===== config.mk =====
export PLATFORM = sky130hd
export DESIGN_NAME = cpt_horner_cell
export DESIGN_NICKNAME = d
export VERILOG_FILES = /design/src/hdl/clarke_park_transform_defines.svh /design/src/hdl/cpt_pkg.sv /design/src/hdl/cpt_horner_cell.sv
export SDC_FILE = /design/constraint.sdc
export NUM_CORES = 2
export LEC_CHECK = 0
export BUFFER_PORTS_ARGS = -buffer_cell sky130_fd_sc_hd__buf_2
export CAP_MARGIN = 20
export CORE_UTILIZATION = 55
export DETAILED_ROUTE_END_ITERATION = 16
export PLACE_DENSITY = 0.81
export SYNTH_ARGS = -nofsm -noshare
export SYNTH_HDL_FRONTEND = slang
export SYNTH_SLANG_ARGS = --single-unit

===== constraint.sdc =====
create_clock -name aclk -period 12 [get_ports aclk]
set_clock_uncertainty 0.1 [all_clocks]
set_input_delay 1.2 -clock aclk [delete_from_list [all_inputs] [get_ports aclk]]
set_output_delay 1.2 -clock aclk [all_outputs]
set_load 0.02 [all_outputs]

===== src/hdl/clarke_park_transform_defines.svh =====
// ----------------------------------------------------------------------------
// clarke_park_transform_defines
// assertion macros used by the clarke_park_transform top level
// ----------------------------------------------------------------------------
`ifndef CLARKE_PARK_TRANSFORM_DEFINES_SVH
`define CLARKE_PARK_TRANSFORM_DEFINES_SVH

// implication checked on every clock outside reset
`define CPT_ASSERT_IMPL(label, ante, cons) \
    label: assert property (@(posedge aclk) disable iff (!aresetn) (ante) |-> (cons)) \
        else $error("cpt: implication check failed");

// condition checked at the first clock after reset release
`define CPT_ASSERT_RESET(label, cons) \
    label: assert property (@(posedge aclk) $rose(aresetn) |-> (cons)) \
        else $error("cpt: state after reset check failed");

`endif


===== src/hdl/cpt_pkg.sv =====
// ----------------------------------------------------------------------------
// cpt_pkg
// types, widths and constants of the clarke / park axis transform
// ----------------------------------------------------------------------------
package cpt_pkg;

    localparam int DATA_WIDTH  = 16;
    localparam int ANGLE_WIDTH = 16;

    // sine / cosine in q1.15, range -1.0 .. +1.0 inclusive
    localparam int SIN_FRAC = 15;
    localparam int SIN_W    = SIN_FRAC + 2;
    localparam int SIN_ONE  = 1 << SIN_FRAC;

    // quarter-wave polynomial in unsigned q1.30
    localparam int POLY_FRAC = 30;
    localparam int POLY_W    = POLY_FRAC + 1;
    localparam int SIN_S_W   = POLY_W + 1;
    localparam int R_W       = ANGLE_WIDTH - 1;
    localparam int R_SH      = POLY_FRAC - (ANGLE_WIDTH - 2);
    localparam int X2_SH     = 2 * R_SH;

    localparam logic [R_W-1:0]         QUARTER     = R_W'(1) << (ANGLE_WIDTH - 2);
    localparam logic [ANGLE_WIDTH-1:0] ANG_QUARTER = ANGLE_WIDTH'(1) << (ANGLE_WIDTH - 2);

    localparam logic [POLY_W-1:0] C1 = POLY_W'(1686629713);
    localparam logic [POLY_W-1:0] C3 = POLY_W'(693598669);
    localparam logic [POLY_W-1:0] C5 = POLY_W'(85569306);
    localparam logic [POLY_W-1:0] C7 = POLY_W'(5026995);
    localparam logic [POLY_W-1:0] C9 = POLY_W'(172271);

    localparam int HORNER_STEPS = 4;
    localparam logic [POLY_W-1:0] HORNER_COEF [HORNER_STEPS] = '{C7, C5, C3, C1};

    // clarke beta scale, 1/sqrt3 in q0.28
    localparam int K_FRAC  = 28;
    localparam int K_W     = K_FRAC + 1;
    localparam logic signed [K_W-1:0] INV_SQRT3 = K_W'(154981283);

    localparam int SUM_W    = DATA_WIDTH + 2;
    localparam int BPROD_W  = SUM_W + K_W;
    localparam int PROD_W   = DATA_WIDTH + SIN_W;
    localparam int SAT_IN_W = DATA_WIDTH + 3;

    localparam logic signed [SAT_IN_W-1:0] SAT_HI = SAT_IN_W'((2 ** (DATA_WIDTH - 1)) - 1);
    localparam logic signed [SAT_IN_W-1:0] SAT_LO = -SAT_HI - SAT_IN_W'(1);

    localparam logic signed [DATA_WIDTH-1:0] OUT_MAX = DATA_WIDTH'(SAT_HI);
    localparam logic signed [DATA_WIDTH-1:0] OUT_MIN = DATA_WIDTH'(SAT_LO);

    typedef enum logic [1:0] {
        MODE_CLARKE_PARK = 2'b00,
        MODE_PARK        = 2'b01,
        MODE_INV_PARK    = 2'b10
    } mode_t;

    typedef struct packed {
        logic [1:0]                    mode;
        logic signed [DATA_WIDTH-1:0]  in_x;
        logic signed [DATA_WIDTH-1:0]  in_y;
        logic [ANGLE_WIDTH-1:0]        angle;
    } in_t;

    typedef struct packed {
        logic signed [DATA_WIDTH-1:0]  out_first;
        logic signed [DATA_WIDTH-1:0]  out_second;
        logic signed [DATA_WIDTH-1:0]  alpha_out;
        logic signed [DATA_WIDTH-1:0]  beta_out;
        logic                          saturated;
    } out_t;

    typedef struct packed {
        logic [1:0]                    mode;
        logic signed [DATA_WIDTH-1:0]  in_x;
        logic signed [DATA_WIDTH-1:0]  in_y;
        logic signed [BPROD_W-1:0]     beta_prod;
    } ctx_t;

    typedef struct packed {
        logic [R_W-1:0]     r;
        logic [POLY_W-1:0]  x2;
        logic [POLY_W-1:0]  p;
        logic               neg;
    } lane_t;

    typedef struct packed {
        lane_t  sin_l;
        lane_t  cos_l;
        ctx_t   ctx;
    } poly_t;

    typedef struct packed {
        logic signed [SIN_W-1:0]       sn;
        logic signed [SIN_W-1:0]       cs;
        logic [1:0]                    mode;
        logic signed [DATA_WIDTH-1:0]  op_x;
        logic signed [DATA_WIDTH-1:0]  op_y;
        logic signed [DATA_WIDTH-1:0]  alpha_o;
        logic signed [DATA_WIDTH-1:0]  beta_o;
        logic                          clip;
    } sine_t;

    typedef struct packed {
        logic signed [DATA_WIDTH-1:0]  value;
        logic                          clip;
    } sat_t;

    function automatic sat_t saturate(input logic signed [SAT_IN_W-1:0] v);
        sat_t res;
        if (v > SAT_HI) begin
            res.value = OUT_MAX;
            res.clip  = 1'b1;
        end else if (v < SAT_LO) begin
            res.value = OUT_MIN;
            res.clip  = 1'b1;
        end else begin
            res.value = DATA_WIDTH'(v);
            res.clip  = 1'b0;
        end
        return res;
    endfunction

endpackage


===== src/hdl/cpt_horner_cell.sv =====
// ----------------------------------------------------------------------------
// cpt_horner_cell
// one horner step of the quarter-wave polynomial for sine and cosine lanes
// ----------------------------------------------------------------------------
module cpt_horner_cell #(
    parameter logic [cpt_pkg::POLY_W-1:0] COEF = '0
) (
    input  logic             aclk,
    input  logic             aresetn,
    input  logic             in_valid,
    output logic             in_ready,
    input  cpt_pkg::poly_t   in_data,
    output logic             out_valid,
    input  logic             out_ready,
    output cpt_pkg::poly_t   out_data
);

    logic                           valid_reg;
    cpt_pkg::poly_t                 data_reg;
    cpt_pkg::poly_t                 data_next;
    logic [2*cpt_pkg::POLY_W-1:0]   prod_sin;
    logic [2*cpt_pkg::POLY_W-1:0]   prod_cos;

    assign in_ready = !valid_reg || out_ready;

    // p = coef - ((x2 * p) >> 30)
    always_comb begin
        prod_sin = (2*cpt_pkg::POLY_W)'(in_data.sin_l.x2)
                 * (2*cpt_pkg::POLY_W)'(in_data.sin_l.p);
        prod_cos = (2*cpt_pkg::POLY_W)'(in_data.cos_l.x2)
                 * (2*cpt_pkg::POLY_W)'(in_data.cos_l.p);
        data_next         = in_data;
        data_next.sin_l.p = COEF - cpt_pkg::POLY_W'(prod_sin >> cpt_pkg::POLY_FRAC);
        data_next.cos_l.p = COEF - cpt_pkg::POLY_W'(prod_cos >> cpt_pkg::POLY_FRAC);
    end

    always_ff @(posedge aclk) begin
        if (!aresetn) begin
            valid_reg <= 1'b0;
        end else if (in_ready) begin
            valid_reg <= in_valid;
        end
    end

    always_ff @(posedge aclk) begin
        if (in_valid && in_ready) begin
            data_reg <= data_next;
        end
    end

    assign out_valid = valid_reg;
    assign out_data  = data_reg;

endmodule


==> results.cfg <==
[placed_design]
gp_congestion = 0.988
port_buffers = 479
dp_hpwl_mm = 149

[critical_path]
crit_path_end_kind = flop
rr_worst_depth = 3
arrival_ns = 10.97
crit_slowest_cell = buf_2
slowest_delay_ns = 0.65
cpMostUsedCell = fa_1
rr_endpoint = out_data[209]
r2r-start = out_valid
critical_path_class = primary input to flop
cp_max_fo = 32
crit_path_start = in_data[132]
start_kind = primary input
regToRegSetupSlack_ns = 9.57
required_ns = 12.31

[routing]
ant_nets = 0
drc = 0
routed_via_density = 5.67
drtIter0Drc = 3867
first_pass_iters = 6
vias = 51600
wl_per_cell_um = 20.4
routed_wl_mm = 186

[floorplan]
die_area_sq_um = 129000
initial_utilization_pct = 55.6
core-area_sq_um = 126000
die_x_um = 359
io_pins = 480
rows = 130
die_height_um = 359

[synth]
synth_cell_types = 93
synth_top_area_share_pct = 47.7
synth_edf_count = 237
ys_seq_area_share_pct = 10.2
synth_top_cells_by_area = fa_1 48%, edfxtp_1 10%, ha_1 8.8%
synthFlopType = edfxtp_1
yosysTopAreaCell = fa_1
syn_area_sq_um = 70000
synth.most_common_cell = fa_1
ys_warn_count = 0
synth-seq-cells = 238
synthesis.nets = 9715
async_flop_share_pct = 0
syn-mean-instance-area_sq_um = 9.58
syn_inst = 7310
yosys-top-cells-count = 1670 x fa_1, 1591 x inv_1, 1094 x nand2_1

[global_routing]
grt_first_pass_wirelength_mm = 304
overflow = 0
grt_max_degree = 143
track_usage_pct = 29.7
antenna_found_initial = 10
grt_pass1_vias = 57400

[clock_tree]
cts_made_buffers = 28
cts.reportedPaths.clkPinSlew_ns = 0.08
htreeDepth = 1
post_cts_resized = 0
postCtsHoldBufs = 0
post_cts_buffers = 0
cts.sinks = 238
clock_latency_ns = 0.68
cts-root-buf = clkbuf_16
clock_path_buffers = 3
cts_tree = done

[hold_path]
min_from = out_valid
hold_class = flop to flop
hold_end = out_valid
min_path_cells = 2

[timing]
slew_headroom_pct = 32.3
fin_crit_ns = 10.66
finalCritPeriodShare_pct = 88.9
rsz0062_at_grt = no
finalHoldViolations = 0
fmax_mhz = 93.8
setup_viol = 0
worst_pin_slew_ns = 1.01
drv_slew = 0
setup_tns_ns = 0

[cells_and_area]
nFillCells = 10500
areaGrowthSynthToFinish_pct = 5.69
final_net_count = 9840
drive_gt1_share_pct = 7.94

[job]
max_cap_violations = 0

[run_status]
status = finished, final reports clean
## through the flow
step	hold slack (ns)	instances	cell area, sq um	setup slack [ns]	util, %
final	0.452	9110	74000	1.34	58.8
after global routing	0.520	9109	74000	1.04	58.8
after CTS	0.450	9106	74000	1.46	58.8
after detailed placement	0.439	9055	73100	0.777	58.1
after global placement	0.407	9055	73100	1.07	58.1
after floorplan	0.650	7310	70000	1.90	-
## worst max-delay path by stage
stage                    end  slack [ns]  depth (start not counted)
6_report       out_data[112]        1.34                         29
3_3_place_gp   out_data[112]        1.07                         30
5_1_grt        out_data[112]        1.04                         29
3_5_place_dp   out_data[112]        0.78                         29
4_1_cts        out_data[112]        1.46                         29
2_1_floorplan  out_data[112]        1.90                         30
## critical path: cells and delay by family
kind | cells | cell delay (ns)
adder cells (fa/ha/maj) | 10 | 4.69
AND/OR/NAND/NOR | 8 | 2.40
AO/OA/AOI/OAI | 5 | 1.10
buffers and inverters | 3 | 0.91
XOR/XNOR | 2 | 0.34
multiplexers | 1 | 0.28
## placed cells by master (no fill, tap or decap), drive strengths merged, types with 42 or more instances in the layout
cell type,count
xnor2,73
nand2,1094
o21ai,86
nand4,47
a21o,42
buf,507
fa,1670
inv,1595
edfxtp,237
and2,963
ha,494
nor2,89
a21oi,136
## registers in the layout, summed over array words and instances (netlist names)
| register | count |
|---|---|
| out_data | 237 |
| out_valid | 1 |
## kinds of logic after synthesis
kind of cell / after synthesis / synth area share, %
simple gates: 2372 / 17.1
xor+xnor: 112 / 1.40
compound gates: 414 / 3.86
fa+ha+maj: 2164 / 56.6
flops: 238 / 10.2
mux: 7 / 0.116
buf+inv: 2003 / 10.8
## final cells by class
cell class	count	area [sq um]	share of cell area [%]
clock buffer	32	716	0.967
clock inverter	19	171	0.232
antenna	4	10.0	0.0135
tap	1650	2060	2.79
sequential	238	7140	9.64
multi-input combinational	5069	55300	74.8
timing repair buffer	507	2620	3.54
inverter	1591	5970	8.07
## per-layer routing
layer	global-route usage [%]	part of all wire [%]	vias up
li1	-	-	21900
met1	39.0	39	26800
met2	48.9	48	2435
met3	5.30	8.9	468
met4	12.1	4.3	6
met5	0	0.020	-
Power is left out: the tool's default activity adds up to more than one toggle a clock period on the data nets, which glitch-free logic cannot reach.
