--- src/hdl/clarke_park_transform_defines.svh ---
// ----------------------------------------------------------------------------
// clarke_park_transform_defines
// assertion macros used by the clarke_park_transform top level
// ----------------------------------------------------------------------------
`ifndef CLARKE_PARK_TRANSFORM_DEFINES_SVH
`define CLARKE_PARK_TRANSFORM_DEFINES_SVH

// implication checked on every clock outside reset
`define CPT_ASSERT_IMPL(label, ante, cons) \
    label: assert property (@(posedge aclk) disable iff (!aresetn) (ante) |-> (cons)) \
        else $error("cpt: implication check failed");

// condition checked at the first clock after reset release
`define CPT_ASSERT_RESET(label, cons) \
    label: assert property (@(posedge aclk) $rose(aresetn) |-> (cons)) \
        else $error("cpt: state after reset check failed");

`endif

--- src/hdl/cpt_pkg.sv ---
// ----------------------------------------------------------------------------
// cpt_pkg
// types, widths and constants of the clarke / park axis transform
// ----------------------------------------------------------------------------
package cpt_pkg;

    localparam int DATA_WIDTH  = 16;
    localparam int ANGLE_WIDTH = 16;

    // sine / cosine in q1.15, range -1.0 .. +1.0 inclusive
    localparam int SIN_FRAC = 15;
    localparam int SIN_W    = SIN_FRAC + 2;
    localparam int SIN_ONE  = 1 << SIN_FRAC;

    // quarter-wave polynomial in unsigned q1.30
    localparam int POLY_FRAC = 30;
    localparam int POLY_W    = POLY_FRAC + 1;
    localparam int SIN_S_W   = POLY_W + 1;
    localparam int R_W       = ANGLE_WIDTH - 1;
    localparam int R_SH      = POLY_FRAC - (ANGLE_WIDTH - 2);
    localparam int X2_SH     = 2 * R_SH;

    localparam logic [R_W-1:0]         QUARTER     = R_W'(1) << (ANGLE_WIDTH - 2);
    localparam logic [ANGLE_WIDTH-1:0] ANG_QUARTER = ANGLE_WIDTH'(1) << (ANGLE_WIDTH - 2);

    localparam logic [POLY_W-1:0] C1 = POLY_W'(1686629713);
    localparam logic [POLY_W-1:0] C3 = POLY_W'(693598669);
    localparam logic [POLY_W-1:0] C5 = POLY_W'(85569306);
    localparam logic [POLY_W-1:0] C7 = POLY_W'(5026995);
    localparam logic [POLY_W-1:0] C9 = POLY_W'(172271);

    localparam int HORNER_STEPS = 4;
    localparam logic [POLY_W-1:0] HORNER_COEF [HORNER_STEPS] = '{C7, C5, C3, C1};

    // clarke beta scale, 1/sqrt3 in q0.28
    localparam int K_FRAC  = 28;
    localparam int K_W     = K_FRAC + 1;
    localparam logic signed [K_W-1:0] INV_SQRT3 = K_W'(154981283);

    localparam int SUM_W    = DATA_WIDTH + 2;
    localparam int BPROD_W  = SUM_W + K_W;
    localparam int PROD_W   = DATA_WIDTH + SIN_W;
    localparam int SAT_IN_W = DATA_WIDTH + 3;

    localparam logic signed [SAT_IN_W-1:0] SAT_HI = SAT_IN_W'((2 ** (DATA_WIDTH - 1)) - 1);
    localparam logic signed [SAT_IN_W-1:0] SAT_LO = -SAT_HI - SAT_IN_W'(1);

    localparam logic signed [DATA_WIDTH-1:0] OUT_MAX = DATA_WIDTH'(SAT_HI);
    localparam logic signed [DATA_WIDTH-1:0] OUT_MIN = DATA_WIDTH'(SAT_LO);

    typedef enum logic [1:0] {
        MODE_CLARKE_PARK = 2'b00,
        MODE_PARK        = 2'b01,
        MODE_INV_PARK    = 2'b10
    } mode_t;

    typedef struct packed {
        logic [1:0]                    mode;
        logic signed [DATA_WIDTH-1:0]  in_x;
        logic signed [DATA_WIDTH-1:0]  in_y;
        logic [ANGLE_WIDTH-1:0]        angle;
    } in_t;

    typedef struct packed {
        logic signed [DATA_WIDTH-1:0]  out_first;
        logic signed [DATA_WIDTH-1:0]  out_second;
        logic signed [DATA_WIDTH-1:0]  alpha_out;
        logic signed [DATA_WIDTH-1:0]  beta_out;
        logic                          saturated;
    } out_t;

    typedef struct packed {
        logic [1:0]                    mode;
        logic signed [DATA_WIDTH-1:0]  in_x;
        logic signed [DATA_WIDTH-1:0]  in_y;
        logic signed [BPROD_W-1:0]     beta_prod;
    } ctx_t;

    typedef struct packed {
        logic [R_W-1:0]     r;
        logic [POLY_W-1:0]  x2;
        logic [POLY_W-1:0]  p;
        logic               neg;
    } lane_t;

    typedef struct packed {
        lane_t  sin_l;
        lane_t  cos_l;
        ctx_t   ctx;
    } poly_t;

    typedef struct packed {
        logic signed [SIN_W-1:0]       sn;
        logic signed [SIN_W-1:0]       cs;
        logic [1:0]                    mode;
        logic signed [DATA_WIDTH-1:0]  op_x;
        logic signed [DATA_WIDTH-1:0]  op_y;
        logic signed [DATA_WIDTH-1:0]  alpha_o;
        logic signed [DATA_WIDTH-1:0]  beta_o;
        logic                          clip;
    } sine_t;

    typedef struct packed {
        logic signed [DATA_WIDTH-1:0]  value;
        logic                          clip;
    } sat_t;

    function automatic sat_t saturate(input logic signed [SAT_IN_W-1:0] v);
        sat_t res;
        if (v > SAT_HI) begin
            res.value = OUT_MAX;
            res.clip  = 1'b1;
        end else if (v < SAT_LO) begin
            res.value = OUT_MIN;
            res.clip  = 1'b1;
        end else begin
            res.value = DATA_WIDTH'(v);
            res.clip  = 1'b0;
        end
        return res;
    endfunction

endpackage

--- src/hdl/cpt_front_cell.sv ---
// ----------------------------------------------------------------------------
// cpt_front_cell
// angle folding, polynomial argument squaring and clarke beta product
// ----------------------------------------------------------------------------
module cpt_front_cell (
    input  logic             aclk,
    input  logic             aresetn,
    input  logic             in_valid,
    output logic             in_ready,
    input  cpt_pkg::in_t     in_data,
    output logic             out_valid,
    input  logic             out_ready,
    output cpt_pkg::poly_t   out_data
);

    logic                                   a_valid_reg;
    logic [cpt_pkg::R_W-1:0]                a_r_sin_reg;
    logic [cpt_pkg::R_W-1:0]                a_r_cos_reg;
    logic                                   a_neg_sin_reg;
    logic                                   a_neg_cos_reg;
    logic [1:0]                             a_mode_reg;
    logic signed [cpt_pkg::DATA_WIDTH-1:0]  a_x_reg;
    logic signed [cpt_pkg::DATA_WIDTH-1:0]  a_y_reg;
    logic signed [cpt_pkg::SUM_W-1:0]       a_sum_reg;
    logic                                   a_ready;

    logic [cpt_pkg::ANGLE_WIDTH-1:0]        ang_cos;
    logic [cpt_pkg::R_W-1:0]                r_sin_next;
    logic [cpt_pkg::R_W-1:0]                r_cos_next;
    logic signed [cpt_pkg::SUM_W-1:0]       sum_next;

    logic                                   b_valid_reg;
    cpt_pkg::poly_t                         b_data_reg;
    cpt_pkg::poly_t                         b_data_next;
    logic                                   b_ready;
    logic [2*cpt_pkg::R_W-1:0]              rr_sin;
    logic [2*cpt_pkg::R_W-1:0]              rr_cos;

    assign a_ready  = !a_valid_reg || b_ready;
    assign b_ready  = !b_valid_reg || out_ready;
    assign in_ready = a_ready;

    // fold both angles into the first quadrant
    always_comb begin
        ang_cos    = in_data.angle + cpt_pkg::ANG_QUARTER;
        r_sin_next = {1'b0, in_data.angle[cpt_pkg::ANGLE_WIDTH-3:0]};
        r_cos_next = {1'b0, ang_cos[cpt_pkg::ANGLE_WIDTH-3:0]};
        if (in_data.angle[cpt_pkg::ANGLE_WIDTH-2]) begin
            r_sin_next = cpt_pkg::QUARTER - r_sin_next;
        end
        if (ang_cos[cpt_pkg::ANGLE_WIDTH-2]) begin
            r_cos_next = cpt_pkg::QUARTER - r_cos_next;
        end
        sum_next = cpt_pkg::SUM_W'(in_data.in_x) + (cpt_pkg::SUM_W'(in_data.in_y) <<< 1);
    end

    always_ff @(posedge aclk) begin
        if (!aresetn) begin
            a_valid_reg <= 1'b0;
        end else if (a_ready) begin
            a_valid_reg <= in_valid;
        end
    end

    always_ff @(posedge aclk) begin
        if (in_valid && a_ready) begin
            a_r_sin_reg   <= r_sin_next;
            a_r_cos_reg   <= r_cos_next;
            a_neg_sin_reg <= in_data.angle[cpt_pkg::ANGLE_WIDTH-1];
            a_neg_cos_reg <= ang_cos[cpt_pkg::ANGLE_WIDTH-1];
            a_mode_reg    <= in_data.mode;
            a_x_reg       <= in_data.in_x;
            a_y_reg       <= in_data.in_y;
            a_sum_reg     <= sum_next;
        end
    end

    // x2 = (x * x) >> 30 with x = r scaled to q30
    always_comb begin
        rr_sin = (2*cpt_pkg::R_W)'(a_r_sin_reg) * (2*cpt_pkg::R_W)'(a_r_sin_reg);
        rr_cos = (2*cpt_pkg::R_W)'(a_r_cos_reg) * (2*cpt_pkg::R_W)'(a_r_cos_reg);

        b_data_next.sin_l.r   = a_r_sin_reg;
        b_data_next.sin_l.x2  = cpt_pkg::POLY_W'((64'(rr_sin) << cpt_pkg::X2_SH)
                                                 >> cpt_pkg::POLY_FRAC);
        b_data_next.sin_l.p   = cpt_pkg::C9;
        b_data_next.sin_l.neg = a_neg_sin_reg;

        b_data_next.cos_l.r   = a_r_cos_reg;
        b_data_next.cos_l.x2  = cpt_pkg::POLY_W'((64'(rr_cos) << cpt_pkg::X2_SH)
                                                 >> cpt_pkg::POLY_FRAC);
        b_data_next.cos_l.p   = cpt_pkg::C9;
        b_data_next.cos_l.neg = a_neg_cos_reg;

        b_data_next.ctx.mode      = a_mode_reg;
        b_data_next.ctx.in_x      = a_x_reg;
        b_data_next.ctx.in_y      = a_y_reg;
        b_data_next.ctx.beta_prod = cpt_pkg::BPROD_W'(a_sum_reg)
                                  * cpt_pkg::BPROD_W'(cpt_pkg::INV_SQRT3);
    end

    always_ff @(posedge aclk) begin
        if (!aresetn) begin
            b_valid_reg <= 1'b0;
        end else if (b_ready) begin
            b_valid_reg <= a_valid_reg;
        end
    end

    always_ff @(posedge aclk) begin
        if (a_valid_reg && b_ready) begin
            b_data_reg <= b_data_next;
        end
    end

    assign out_valid = b_valid_reg;
    assign out_data  = b_data_reg;

endmodule

--- config.mk ---
export PLATFORM = sky130hd
export DESIGN_NAME = cpt_front_cell
export DESIGN_NICKNAME = d
export VERILOG_FILES = /design/src/hdl/clarke_park_transform_defines.svh /design/src/hdl/cpt_pkg.sv /design/src/hdl/cpt_front_cell.sv
export SDC_FILE = /design/constraint.sdc
export NUM_CORES = 2
export LEC_CHECK = 0
export BUFFER_PORTS_ARGS = -buffer_cell sky130_fd_sc_hd__buf_2
export CAP_MARGIN = 20
export CORE_MARGIN = 4
export CORE_UTILIZATION = 62
export DETAILED_ROUTE_END_ITERATION = 12
export PLACE_DENSITY = 0.8
export SLEW_MARGIN = 20
export SYNTH_ARGS = -nofsm -noshare
export SYNTH_HDL_FRONTEND = slang
export SYNTH_SLANG_ARGS = --single-unit
export TNS_END_PERCENT = 100
--- constraint.sdc ---
create_clock -name aclk -period 10.3 [get_ports aclk]
set_clock_uncertainty 0.05 [all_clocks]
set_input_delay 1.545 -clock aclk [delete_from_list [all_inputs] [get_ports aclk]]
set_output_delay 1.545 -clock aclk [all_outputs]
set_load 0.02 [all_outputs]
==> key figures <==
Logic synthesis
  • Ys async rst share: 0%
  • Seq/Total Area, Yosys: 24.97%
  • Yosys warnings: 0
  • FF+latch count, synth: 249
  • Synth Area in Adders: 46.04%
  • Syn Area/Cell: 10.71 um2
  • Synth Area in XOR/XNOR: 4.076%
  • Netlist Area Pre-Place: 29870 um2
  • Area share of the largest cell type after synthesis: 29.49%
  • Post-synth top cells: inv_1 (688), fa_1 (440), ha_1 (395)
  • Mux cell area share after synthesis: 0.1466%
  • Count leader, synth: inv_1
  • Top post-synthesis cells by area: fa_1 (29%), edfxtp_1 (25%), ha_1 (17%)
  • Synth cell types: 70
  • Largest family of logic cells by synthesized area: adder cells
  • Post-synth EDFFs: 247
  • Synth area leader: fa_1
  • Cells after Synth: 2789
  • Synth Area in Simple Gates: 7.691%
  • Area fraction in compound gates after synthesis: 5.990%
  • Top_reg_cell synth: edfxtp_1

Hold path
  • Hold_sp: a_neg_cos_reg
  • Hold Crit Class: reg -> reg
  • Worst Hold Depth: 0
  • Hold Crit Endpoint: out_data[81]

Setup path
  • CP delay by family, top: adder cells
  • R2R Path End: out_data[141]
  • Reg2Reg Setup Slack: 3200 ps
  • Worst Setup SP: a_r_sin_reg[0]
  • Crit path buf inv count: 3
  • Most common cell on crit path: fa_1
  • Crit path DAT: 7380 ps
  • CP max stage delay: 1020 ps
  • Reg2reg start: a_r_sin_reg[0]
  • R2R depth: 20
  • Critical path launch point type: register
  • Worst setup EP type: register
  • Worst-path fanout max: 31
  • Setup CP Type: reg -> reg
  • Crit path cell chain: nand2_1 > fa_1 > fa_1 > inv_1 > fa_1 > inv_1 > fa_1 > fa_1 > inv_1 > fa_1 > ha_1 > a21oi_1 > o21ai_1 > or3_1 > o21ai_1 > o31ai_1 > a31oi_1 > o21bai_1 > a21oi_1 > xnor2_1
  • Req. time, crit path: 10580 ps
  • Crit-path slowest cell: edfxtp_1

Global route
  • Initial antenna violation count: 6
  • M3 GR Usage: 4.062%
  • Number of global-route vias before repair: 21040
  • Global route overflow: 0
  • GRT busiest layer: met2
  • Met1 global-route usage: 33.94%
  • M2 GR Usage: 44.70%
  • Gr usage total: 25.87%
  • Largest net degree at the start of global routing: 166
  • First-pass GRT wire length: 106.2 mm

STA
  • Final hold violations: 0
  • Period utilisation layout: 68.90%
  • Setup repair after global routing missed its margin: no
  • Final Setup Violations: 0
  • Worst-Margin Slew: 1018 ps
  • Minimum clock period: 7096 ps
  • Slew Viols, Final: 0
  • TNS Setup: 0 ps
  • Hold slack: 367.4 ps
  • F_max: 140.9 MHz
  • Setup ws final: 3204 ps
  • Relative slew slack: 32.14%

Die
  • Initial core utilization: 62.69%
  • Die height: 227.5 um
  • Ports: 293
  • Die Wd: 227.5 um
  • Row Count: 80
  • Core area: 47650 um2
  • Die area: 51750 um2

Placed design
  • Pre-CTS setup slack: 3309 ps
  • RD Place Congestion: 0.9702
  • Port Buffers: 224
  • Post-DP HPWL: 53.41 mm

Detailed routing
  • Pre-Repair DR Iteration Count: 7
  • Via/cell ratio: 5.362
  • Initial DRC count: 1276
  • Routed Antenna Nets: 0
  • DR vias: 19500
  • DR DRC count: 0
  • DR WL/cell: 17.95 um
  • WL final: 65.30 mm

Clock network
  • CTS tree: done
  • CTS H-tree depth: 1
  • CTS Root Cell: clkbuf_16
  • Clock-pin slew on the worst setup and hold paths: 60 ps
  • Post-CTS setup repair buffer count: 0
  • # resized after CTS: 0
  • Clock Tree Buf Depth: 3
  • Skew-Pair Late Insertion Delay: 580 ps
  • CTS Buf Count: 28
  • CTS Hold Bufs: 0
  • Sink Count: 249

Run status
  • Status: finished clean

Final layout
  • Layout Nets: 3884
  • Growth of design area from synthesis to finish: 8.194%
  • Layout cells sized above 1: 9.947%
  • Fillers: 3508
  • Max reg flops: 165

Job
  • Maxcap violations: 0
metrics by stage:
step	instance area [um2]	util (%)	cells
floorplan	30120	-	2855
global placement	31340	65.77	3579
detailed placement	31340	65.77	3579
CTS	32270	67.73	3630
global route	32310	67.82	3635
finish	32320	67.83	3637
placed cells by master (no fill, tap or decap), drive strengths merged, types with 12 or more instances in the layout:
cell type,netlist,layout
nand2,167,167
a31oi,16,16
nor3,17,17
clkbuf,44,30
buf,74,228
xnor2,99,99
clkinv,1,13
xor2,40,40
inv,689,691
nor2,86,86
nand3,17,17
and2,89,89
fa,440,440
nand2b,21,21
ha,395,395
nor2b,20,20
o21ai,60,60
edfxtp,247,247
a21o,46,46
nand4,12,12
a21oi,102,102
conb,2,68
cell families (layout without fill, tap and decap cells):
kind of cell,Yosys count,in the layout
adders and majority gates,835,835
buffers and inverters,808,969
and+or+nand+nor,470,470
AOI/OAI and AO/OA,282,282
DFF,249,249
xor gates and xnor gates,139,139
muxes,4,4
other,2,74
how the worst max path moves through the flow:
stage,endpoint,cells after the start
detailed placement,out_data[141],20
floorplan,out_data[10],2
global placement,out_data[143],20
finish,out_data[141],20
global route,out_data[141],20
CTS,out_data[141],20
per-layer routing:
metal / share of wire (%) / wire [um]
met1: 40 / 26340
met3: 6.7 / 4397
met5: 0.035 / 23
met4: 3.4 / 2189
met2: 50 / 32350
cell type report:
type                            instances  area [um2]  area share, %
Timing Repair Buffer                  228        1187          3.674
Inverter                              690        2590          8.015
Multi-Input combinational cell       1798       19360          59.92
Tap cell                              615       769.5          2.381
Clock inverter                         21       225.2         0.6969
Clock buffer                           30       708.2          2.191
Sequential cell                       249        7457          23.08
Antenna cell                            6       15.01        0.04646
Power is not shown: default switching activity piles up to over one toggle a cycle in this logic, so the estimate is an artifact.
