### src/hdl/clarke_park_transform_defines.svh
// ----------------------------------------------------------------------------
// clarke_park_transform_defines
// assertion macros used by the clarke_park_transform top level
// ----------------------------------------------------------------------------
`ifndef CLARKE_PARK_TRANSFORM_DEFINES_SVH
`define CLARKE_PARK_TRANSFORM_DEFINES_SVH

// implication checked on every clock outside reset
`define CPT_ASSERT_IMPL(label, ante, cons) \
    label: assert property (@(posedge aclk) disable iff (!aresetn) (ante) |-> (cons)) \
        else $error("cpt: implication check failed");

// condition checked at the first clock after reset release
`define CPT_ASSERT_RESET(label, cons) \
    label: assert property (@(posedge aclk) $rose(aresetn) |-> (cons)) \
        else $error("cpt: state after reset check failed");

`endif

### src/hdl/cpt_pkg.sv
// ----------------------------------------------------------------------------
// cpt_pkg
// types, widths and constants of the clarke / park axis transform
// ----------------------------------------------------------------------------
package cpt_pkg;

    localparam int DATA_WIDTH  = 16;
    localparam int ANGLE_WIDTH = 16;

    // sine / cosine in q1.15, range -1.0 .. +1.0 inclusive
    localparam int SIN_FRAC = 15;
    localparam int SIN_W    = SIN_FRAC + 2;
    localparam int SIN_ONE  = 1 << SIN_FRAC;

    // quarter-wave polynomial in unsigned q1.30
    localparam int POLY_FRAC = 30;
    localparam int POLY_W    = POLY_FRAC + 1;
    localparam int SIN_S_W   = POLY_W + 1;
    localparam int R_W       = ANGLE_WIDTH - 1;
    localparam int R_SH      = POLY_FRAC - (ANGLE_WIDTH - 2);
    localparam int X2_SH     = 2 * R_SH;

    localparam logic [R_W-1:0]         QUARTER     = R_W'(1) << (ANGLE_WIDTH - 2);
    localparam logic [ANGLE_WIDTH-1:0] ANG_QUARTER = ANGLE_WIDTH'(1) << (ANGLE_WIDTH - 2);

    localparam logic [POLY_W-1:0] C1 = POLY_W'(1686629713);
    localparam logic [POLY_W-1:0] C3 = POLY_W'(693598669);
    localparam logic [POLY_W-1:0] C5 = POLY_W'(85569306);
    localparam logic [POLY_W-1:0] C7 = POLY_W'(5026995);
    localparam logic [POLY_W-1:0] C9 = POLY_W'(172271);

    localparam int HORNER_STEPS = 4;
    localparam logic [POLY_W-1:0] HORNER_COEF [HORNER_STEPS] = '{C7, C5, C3, C1};

    // clarke beta scale, 1/sqrt3 in q0.28
    localparam int K_FRAC  = 28;
    localparam int K_W     = K_FRAC + 1;
    localparam logic signed [K_W-1:0] INV_SQRT3 = K_W'(154981283);

    localparam int SUM_W    = DATA_WIDTH + 2;
    localparam int BPROD_W  = SUM_W + K_W;
    localparam int PROD_W   = DATA_WIDTH + SIN_W;
    localparam int SAT_IN_W = DATA_WIDTH + 3;

    localparam logic signed [SAT_IN_W-1:0] SAT_HI = SAT_IN_W'((2 ** (DATA_WIDTH - 1)) - 1);
    localparam logic signed [SAT_IN_W-1:0] SAT_LO = -SAT_HI - SAT_IN_W'(1);

    localparam logic signed [DATA_WIDTH-1:0] OUT_MAX = DATA_WIDTH'(SAT_HI);
    localparam logic signed [DATA_WIDTH-1:0] OUT_MIN = DATA_WIDTH'(SAT_LO);

    typedef enum logic [1:0] {
        MODE_CLARKE_PARK = 2'b00,
        MODE_PARK        = 2'b01,
        MODE_INV_PARK    = 2'b10
    } mode_t;

    typedef struct packed {
        logic [1:0]                    mode;
        logic signed [DATA_WIDTH-1:0]  in_x;
        logic signed [DATA_WIDTH-1:0]  in_y;
        logic [ANGLE_WIDTH-1:0]        angle;
    } in_t;

    typedef struct packed {
        logic signed [DATA_WIDTH-1:0]  out_first;
        logic signed [DATA_WIDTH-1:0]  out_second;
        logic signed [DATA_WIDTH-1:0]  alpha_out;
        logic signed [DATA_WIDTH-1:0]  beta_out;
        logic                          saturated;
    } out_t;

    typedef struct packed {
        logic [1:0]                    mode;
        logic signed [DATA_WIDTH-1:0]  in_x;
        logic signed [DATA_WIDTH-1:0]  in_y;
        logic signed [BPROD_W-1:0]     beta_prod;
    } ctx_t;

    typedef struct packed {
        logic [R_W-1:0]     r;
        logic [POLY_W-1:0]  x2;
        logic [POLY_W-1:0]  p;
        logic               neg;
    } lane_t;

    typedef struct packed {
        lane_t  sin_l;
        lane_t  cos_l;
        ctx_t   ctx;
    } poly_t;

    typedef struct packed {
        logic signed [SIN_W-1:0]       sn;
        logic signed [SIN_W-1:0]       cs;
        logic [1:0]                    mode;
        logic signed [DATA_WIDTH-1:0]  op_x;
        logic signed [DATA_WIDTH-1:0]  op_y;
        logic signed [DATA_WIDTH-1:0]  alpha_o;
        logic signed [DATA_WIDTH-1:0]  beta_o;
        logic                          clip;
    } sine_t;

    typedef struct packed {
        logic signed [DATA_WIDTH-1:0]  value;
        logic                          clip;
    } sat_t;

    function automatic sat_t saturate(input logic signed [SAT_IN_W-1:0] v);
        sat_t res;
        if (v > SAT_HI) begin
            res.value = OUT_MAX;
            res.clip  = 1'b1;
        end else if (v < SAT_LO) begin
            res.value = OUT_MIN;
            res.clip  = 1'b1;
        end else begin
            res.value = DATA_WIDTH'(v);
            res.clip  = 1'b0;
        end
        return res;
    endfunction

endpackage

### src/hdl/cpt_park_cell.sv
// ----------------------------------------------------------------------------
// cpt_park_cell
// park / inverse park products, rounding, saturation and output register
// ----------------------------------------------------------------------------
module cpt_park_cell (
    input  logic             aclk,
    input  logic             aresetn,
    input  logic             in_valid,
    output logic             in_ready,
    input  cpt_pkg::sine_t   in_data,
    output logic             out_valid,
    input  logic             out_ready,
    output cpt_pkg::out_t    out_data
);

    logic                                   e_valid_reg;
    logic signed [cpt_pkg::PROD_W-1:0]      e_xc_reg;
    logic signed [cpt_pkg::PROD_W-1:0]      e_ys_reg;
    logic signed [cpt_pkg::PROD_W-1:0]      e_yc_reg;
    logic signed [cpt_pkg::PROD_W-1:0]      e_xs_reg;
    logic [1:0]                             e_mode_reg;
    logic signed [cpt_pkg::DATA_WIDTH-1:0]  e_alpha_reg;
    logic signed [cpt_pkg::DATA_WIDTH-1:0]  e_beta_reg;
    logic                                   e_clip_reg;
    logic                                   e_ready;

    logic                                   f_valid_reg;
    cpt_pkg::out_t                          f_data_reg;
    cpt_pkg::out_t                          f_data_next;
    logic                                   f_ready;
    logic signed [cpt_pkg::PROD_W:0]        sum_first;
    logic signed [cpt_pkg::PROD_W:0]        sum_second;
    cpt_pkg::sat_t                          sat_first;
    cpt_pkg::sat_t                          sat_second;

    assign e_ready  = !e_valid_reg || f_ready;
    assign f_ready  = !f_valid_reg || out_ready;
    assign in_ready = e_ready;

    always_ff @(posedge aclk) begin
        if (!aresetn) begin
            e_valid_reg <= 1'b0;
        end else if (e_ready) begin
            e_valid_reg <= in_valid;
        end
    end

    always_ff @(posedge aclk) begin
        if (in_valid && e_ready) begin
            e_xc_reg    <= cpt_pkg::PROD_W'(in_data.op_x) * cpt_pkg::PROD_W'(in_data.cs);
            e_ys_reg    <= cpt_pkg::PROD_W'(in_data.op_y) * cpt_pkg::PROD_W'(in_data.sn);
            e_yc_reg    <= cpt_pkg::PROD_W'(in_data.op_y) * cpt_pkg::PROD_W'(in_data.cs);
            e_xs_reg    <= cpt_pkg::PROD_W'(in_data.op_x) * cpt_pkg::PROD_W'(in_data.sn);
            e_mode_reg  <= in_data.mode;
            e_alpha_reg <= in_data.alpha_o;
            e_beta_reg  <= in_data.beta_o;
            e_clip_reg  <= in_data.clip;
        end
    end

    always_comb begin
        if (e_mode_reg == cpt_pkg::MODE_INV_PARK) begin
            sum_first  = (cpt_pkg::PROD_W+1)'(e_xc_reg) - (cpt_pkg::PROD_W+1)'(e_ys_reg);
            sum_second = (cpt_pkg::PROD_W+1)'(e_yc_reg) + (cpt_pkg::PROD_W+1)'(e_xs_reg);
        end else begin
            sum_first  = (cpt_pkg::PROD_W+1)'(e_xc_reg) + (cpt_pkg::PROD_W+1)'(e_ys_reg);
            sum_second = (cpt_pkg::PROD_W+1)'(e_yc_reg) - (cpt_pkg::PROD_W+1)'(e_xs_reg);
        end
        sum_first  = sum_first  + ((cpt_pkg::PROD_W+1)'(1) <<< (cpt_pkg::SIN_FRAC - 1));
        sum_second = sum_second + ((cpt_pkg::PROD_W+1)'(1) <<< (cpt_pkg::SIN_FRAC - 1));
        sat_first  = cpt_pkg::saturate(sum_first[cpt_pkg::PROD_W:cpt_pkg::SIN_FRAC]);
        sat_second = cpt_pkg::saturate(sum_second[cpt_pkg::PROD_W:cpt_pkg::SIN_FRAC]);

        unique case (e_mode_reg)
            cpt_pkg::MODE_CLARKE_PARK, cpt_pkg::MODE_PARK, cpt_pkg::MODE_INV_PARK: begin
                f_data_next.out_first  = sat_first.value;
                f_data_next.out_second = sat_second.value;
                f_data_next.alpha_out  = e_alpha_reg;
                f_data_next.beta_out   = e_beta_reg;
                f_data_next.saturated  = sat_first.clip | sat_second.clip | e_clip_reg;
            end
            default: begin
                f_data_next = '0;
            end
        endcase
    end

    always_ff @(posedge aclk) begin
        if (!aresetn) begin
            f_valid_reg <= 1'b0;
        end else if (f_ready) begin
            f_valid_reg <= e_valid_reg;
        end
    end

    always_ff @(posedge aclk) begin
        if (e_valid_reg && f_ready) begin
            f_data_reg <= f_data_next;
        end
    end

    assign out_valid = f_valid_reg;
    assign out_data  = f_data_reg;

endmodule

### config.mk
export PLATFORM = sky130hd
export DESIGN_NAME = cpt_park_cell
export DESIGN_NICKNAME = d
export VERILOG_FILES = /design/src/hdl/clarke_park_transform_defines.svh /design/src/hdl/cpt_pkg.sv /design/src/hdl/cpt_park_cell.sv
export SDC_FILE = /design/constraint.sdc
export NUM_CORES = 2
export LEC_CHECK = 0
export ABC_CLOCK_PERIOD_IN_PS = 11100
export BUFFER_PORTS_ARGS = -buffer_cell sky130_fd_sc_hd__buf_2
export CAP_MARGIN = 25
export CORE_ASPECT_RATIO = 0.6
export CORE_MARGIN = 3
export CORE_UTILIZATION = 40
export CTS_CLUSTER_DIAMETER = 80
export DETAILED_ROUTE_END_ITERATION = 6
export HOLD_SLACK_MARGIN = 0.1
export SLEW_MARGIN = 10
export SYNTH_ARGS = -nofsm -noshare
export SYNTH_HDL_FRONTEND = slang
export SYNTH_SLANG_ARGS = --single-unit
export TNS_END_PERCENT = 5
### constraint.sdc
create_clock -name aclk -period 11.1 [get_ports aclk]
set_clock_uncertainty 0.05 [all_clocks]
set_input_delay 2.22 -clock aclk [delete_from_list [all_inputs] [get_ports aclk]]
set_output_delay 2.22 -clock aclk [all_outputs]
set_load 0.05 [all_outputs]
==> results.txt <==
The flow ran to the end, and the final reports show no timing, DRC or antenna violations. STA classifies the critical path endpoint as a flip-flop. The total clock buffers created by CTS came out at 26. Buffers placed on the I/O ports in this run total 171. Once the clock tree was built, the setup fixing pass inserted 0 buffers. Global routing used 21.8% of the available tracks across all layers. The worst path arrival time came out at 8930 ps.

In this run the most critical hold path is launched from e_alpha_reg[14]. The number of buffers inserted by hold repair at cts is 0, and the total via count in the routed design is 37741. The run gives 147 mm as the aggregate routed wire length.

For the worst setup path, the data required time is 11350 ps. Measured against its own limit, the worst slew margin works out to 26.4%. For the number of gates resized after CTS, the log shows 0. The cell area that synthesis handed to floorplanning was 53800 um2. The clock sink count is 234, and the total core area is 132000 um2. The total overflow left after global routing is 0.

In the layout the commonest cells are 1204 x inv_1, 1104 x fa_1, 712 x nand2_1, 460 x and2_1, 404 x ha_1. The final number of hold-violating endpoints is 0. The clock passes through at most 3 buffers.

The die extent in y was 290 um. Setup repair after global routing left no endpoint under its margin. Among all flip-flop cells after synthesis, the most frequent one is edfxtp_1.

The number of nets with antenna violations after detailed routing is 0. The post-route netlist has 5.44% of its cells at a drive strength greater than 1. The tools report the maximum number of pins on one net before global-route repair as 68.

Max-cap violations in this run came to 0. The register with the most flip-flops in the layout has 65 of them. After routing, the total negative slack on setup checks comes to 0 ps. The worst setup path is of the in2reg kind.

After the first detailed-routing iteration, the DRC count stood at 2386. At the pin with the least slew margin, the transition time is 1100 ps. The logs give 5636 for the synthesized instance count and 56300 um2 for the cell area reported after detailed placement.

The first global-routing pass estimated 236 mm of wire. TritonCTS built the clock tree. Yosys warning count: 0. The tools report the portion of the post-synthesis area used by sequential elements as 13.0%. The number of nets in the synthesized netlist is 7249.

The final-report setup violation count is 0. The area growth from synthesis to layout is 6.25%. The clock-pin slew of the registers on the worst-case setup and hold paths came out at 70 ps.

Once the floorplan was initialized, standard cells occupied 40.6% of the core. The tools report the cell at the root of the clock tree as clkbuf_16. For this run, asynchronously set or reset flops after synthesis account for 0%. The cell row count was 103; the wire length per cell was 19.8 um.

The sum of net half-perimeters after detailed placement is 120 mm, and the width of the chip is 479 um. Peak clock frequency supported by timing: 0.115 GHz. The startpoint of the worst register-to-register path was e_xs_reg[15]. The die covers 139000 um2. In the routed layout, each cell is associated on average with a via count of 5.07. The count of state elements after synthesis works out to 234. I/O pin total: 172.

Element type at the critical path start: an input pin. Counting distinct cell types in the post-synthesis netlist gives 93. The maximum level of the CTS H-tree was 1; the number of flops mapped to enable cells by yosys was 232. The tools report the placer's final routability congestion estimate as 0.906. The max-slew violation total from the final report was 0; the number of iterations in the first detailed-routing pass was 5. The initial antenna violation count is 12. The tools report the origin of the worst setup path as in_data[90]. The net count of the finished layout is 7253. The path class of the tightest hold or removal check is reg2reg. In the finished design, the share of the clock period the worst path needs comes to 78.2%. The tools report the number of global-route vias before repair as 40384.

The residual DRC count came out at 0. The finished cells cover 57100 um2. Each instance of the synthesized netlist takes up on average 9.54 um2. Along the worst path, the maximum fanout reaches 21.

Clock latency on the worst-skew pair, taken at its later pin, is 600 ps. The clock period minus worst slack was 8680 ps. The library cell used most frequently in the layout, excluding fill and tap cells, is inv_1.
-- critical path, cell delays in order --
cell and delay, ps:
buf_2 540, buf_4 330, nand2_1 100, fa_1 540, inv_1 50, fa_1 520
inv_1 60, fa_1 530, inv_1 50, fa_1 470, inv_1 50, fa_1 480
inv_1 50, fa_1 360, ha_1 360, a211oi_1 380, and4b_1 280, a221oi_1 130
o31ai_1 470, a311oi_1 210, o21a_1 220, o21ai_0 160, nand2b_1 70, a21oi_1 170
xnor2_1 110
-- metal layers --
| layer | global-route usage [%] | routed length, um |
|---|---|---|
| met1 | 32.2 | 69000 |
| met2 | 31.4 | 60200 |
| met3 | 5.99 | 13300 |
| met4 | 5.78 | 4770 |
| met5 | 0.513 | 109 |
-- synth_stat cells (8+ instances only) --
| library cell | number | area [um2] |
|---|---|---|
| a21o_1 | 69 | 518 |
| o21a_1 | 27 | 203 |
| o31ai_1 | 22 | 165 |
| edfxtp_1 | 232 | 6970 |
| nor3_1 | 49 | 245 |
| and2_1 | 461 | 2880 |
| or3_1 | 26 | 163 |
| mux2i_1 | 9 | 90.1 |
| nand2_1 | 712 | 2670 |
| o21ai_0 | 102 | 510 |
| nor4_1 | 10 | 62.6 |
| clkbuf_1 | 223 | 837 |
| o21bai_1 | 23 | 173 |
| nand4_1 | 15 | 93.8 |
| and4_1 | 8 | 70.1 |
| o31a_1 | 9 | 78.8 |
| and3_1 | 20 | 125 |
| inv_1 | 1204 | 4520 |
| nand2b_1 | 86 | 538 |
| fa_1 | 1104 | 22100 |
| a21oi_1 | 163 | 816 |
| xor2_1 | 79 | 692 |
| or2_2 | 8 | 50.1 |
| buf_2 | 9 | 45.0 |
| o21ai_1 | 16 | 80.1 |
| nor2_1 | 123 | 462 |
| a31oi_1 | 13 | 81.3 |
| nor2b_1 | 24 | 150 |
| nand3_1 | 44 | 220 |
| o211ai_1 | 12 | 90.1 |
| ha_1 | 404 | 5050 |
| o21ai_2 | 10 | 87.6 |
| a211o_1 | 8 | 70.1 |
| xnor2_1 | 177 | 1550 |
| a211oi_1 | 15 | 113 |
-- path summary, 6_finish.rpt --
path / cells past startpoint / slack, ps / endpoint
max: 25 / 2420 / e_ys_reg[32]
min: 1 / 460 / out_data[31]
max reg2reg: 21 / 4070 / out_data[47]
min reg2reg: 1 / 460 / out_data[31]
-- area by class of cell --
cell class | instances | area [um2]
multi-input combinational | 3961 | 41300
timing repair buffer | 213 | 1170
antenna | 1 | 2.50
clock buffer | 27 | 654
tap | 1785 | 2230
fill | 12967 | 75400
clock inverter | 21 | 214
sequential | 234 | 7010
inverter | 1204 | 4520
-- logic make-up (layout without fill, tap and decap cells) --
group | after synthesis | in the layout | share of synthesized area [%]
simple gates | 1625 | 1625 | 15.1
compound gates | 561 | 561 | 6.85
flops | 234 | 234 | 13.0
other cells | 0 | 1 | 0
xor+xnor | 256 | 256 | 4.17
mux | 11 | 11 | 0.209
buf+inv | 1441 | 1465 | 10.1
fa+ha+maj | 1508 | 1508 | 50.5
-- through the flow --
stage | setup slack [ps] | utilization, % | hold slack (ps) | std cells
finish | 2420 | 43.1 | 463 | 7446
global route | 1900 | 43.1 | 483 | 7446
CTS | 2490 | 43.1 | 470 | 7445
detailed placement | 1870 | 42.5 | 453 | 7397
global placement | 1830 | 42.5 | 449 | 7397
floorplan | 2890 | - | 427 | 5636
Power is not shown: default switching activity piles up to over one toggle a cycle in this logic, so the estimate is an artifact.
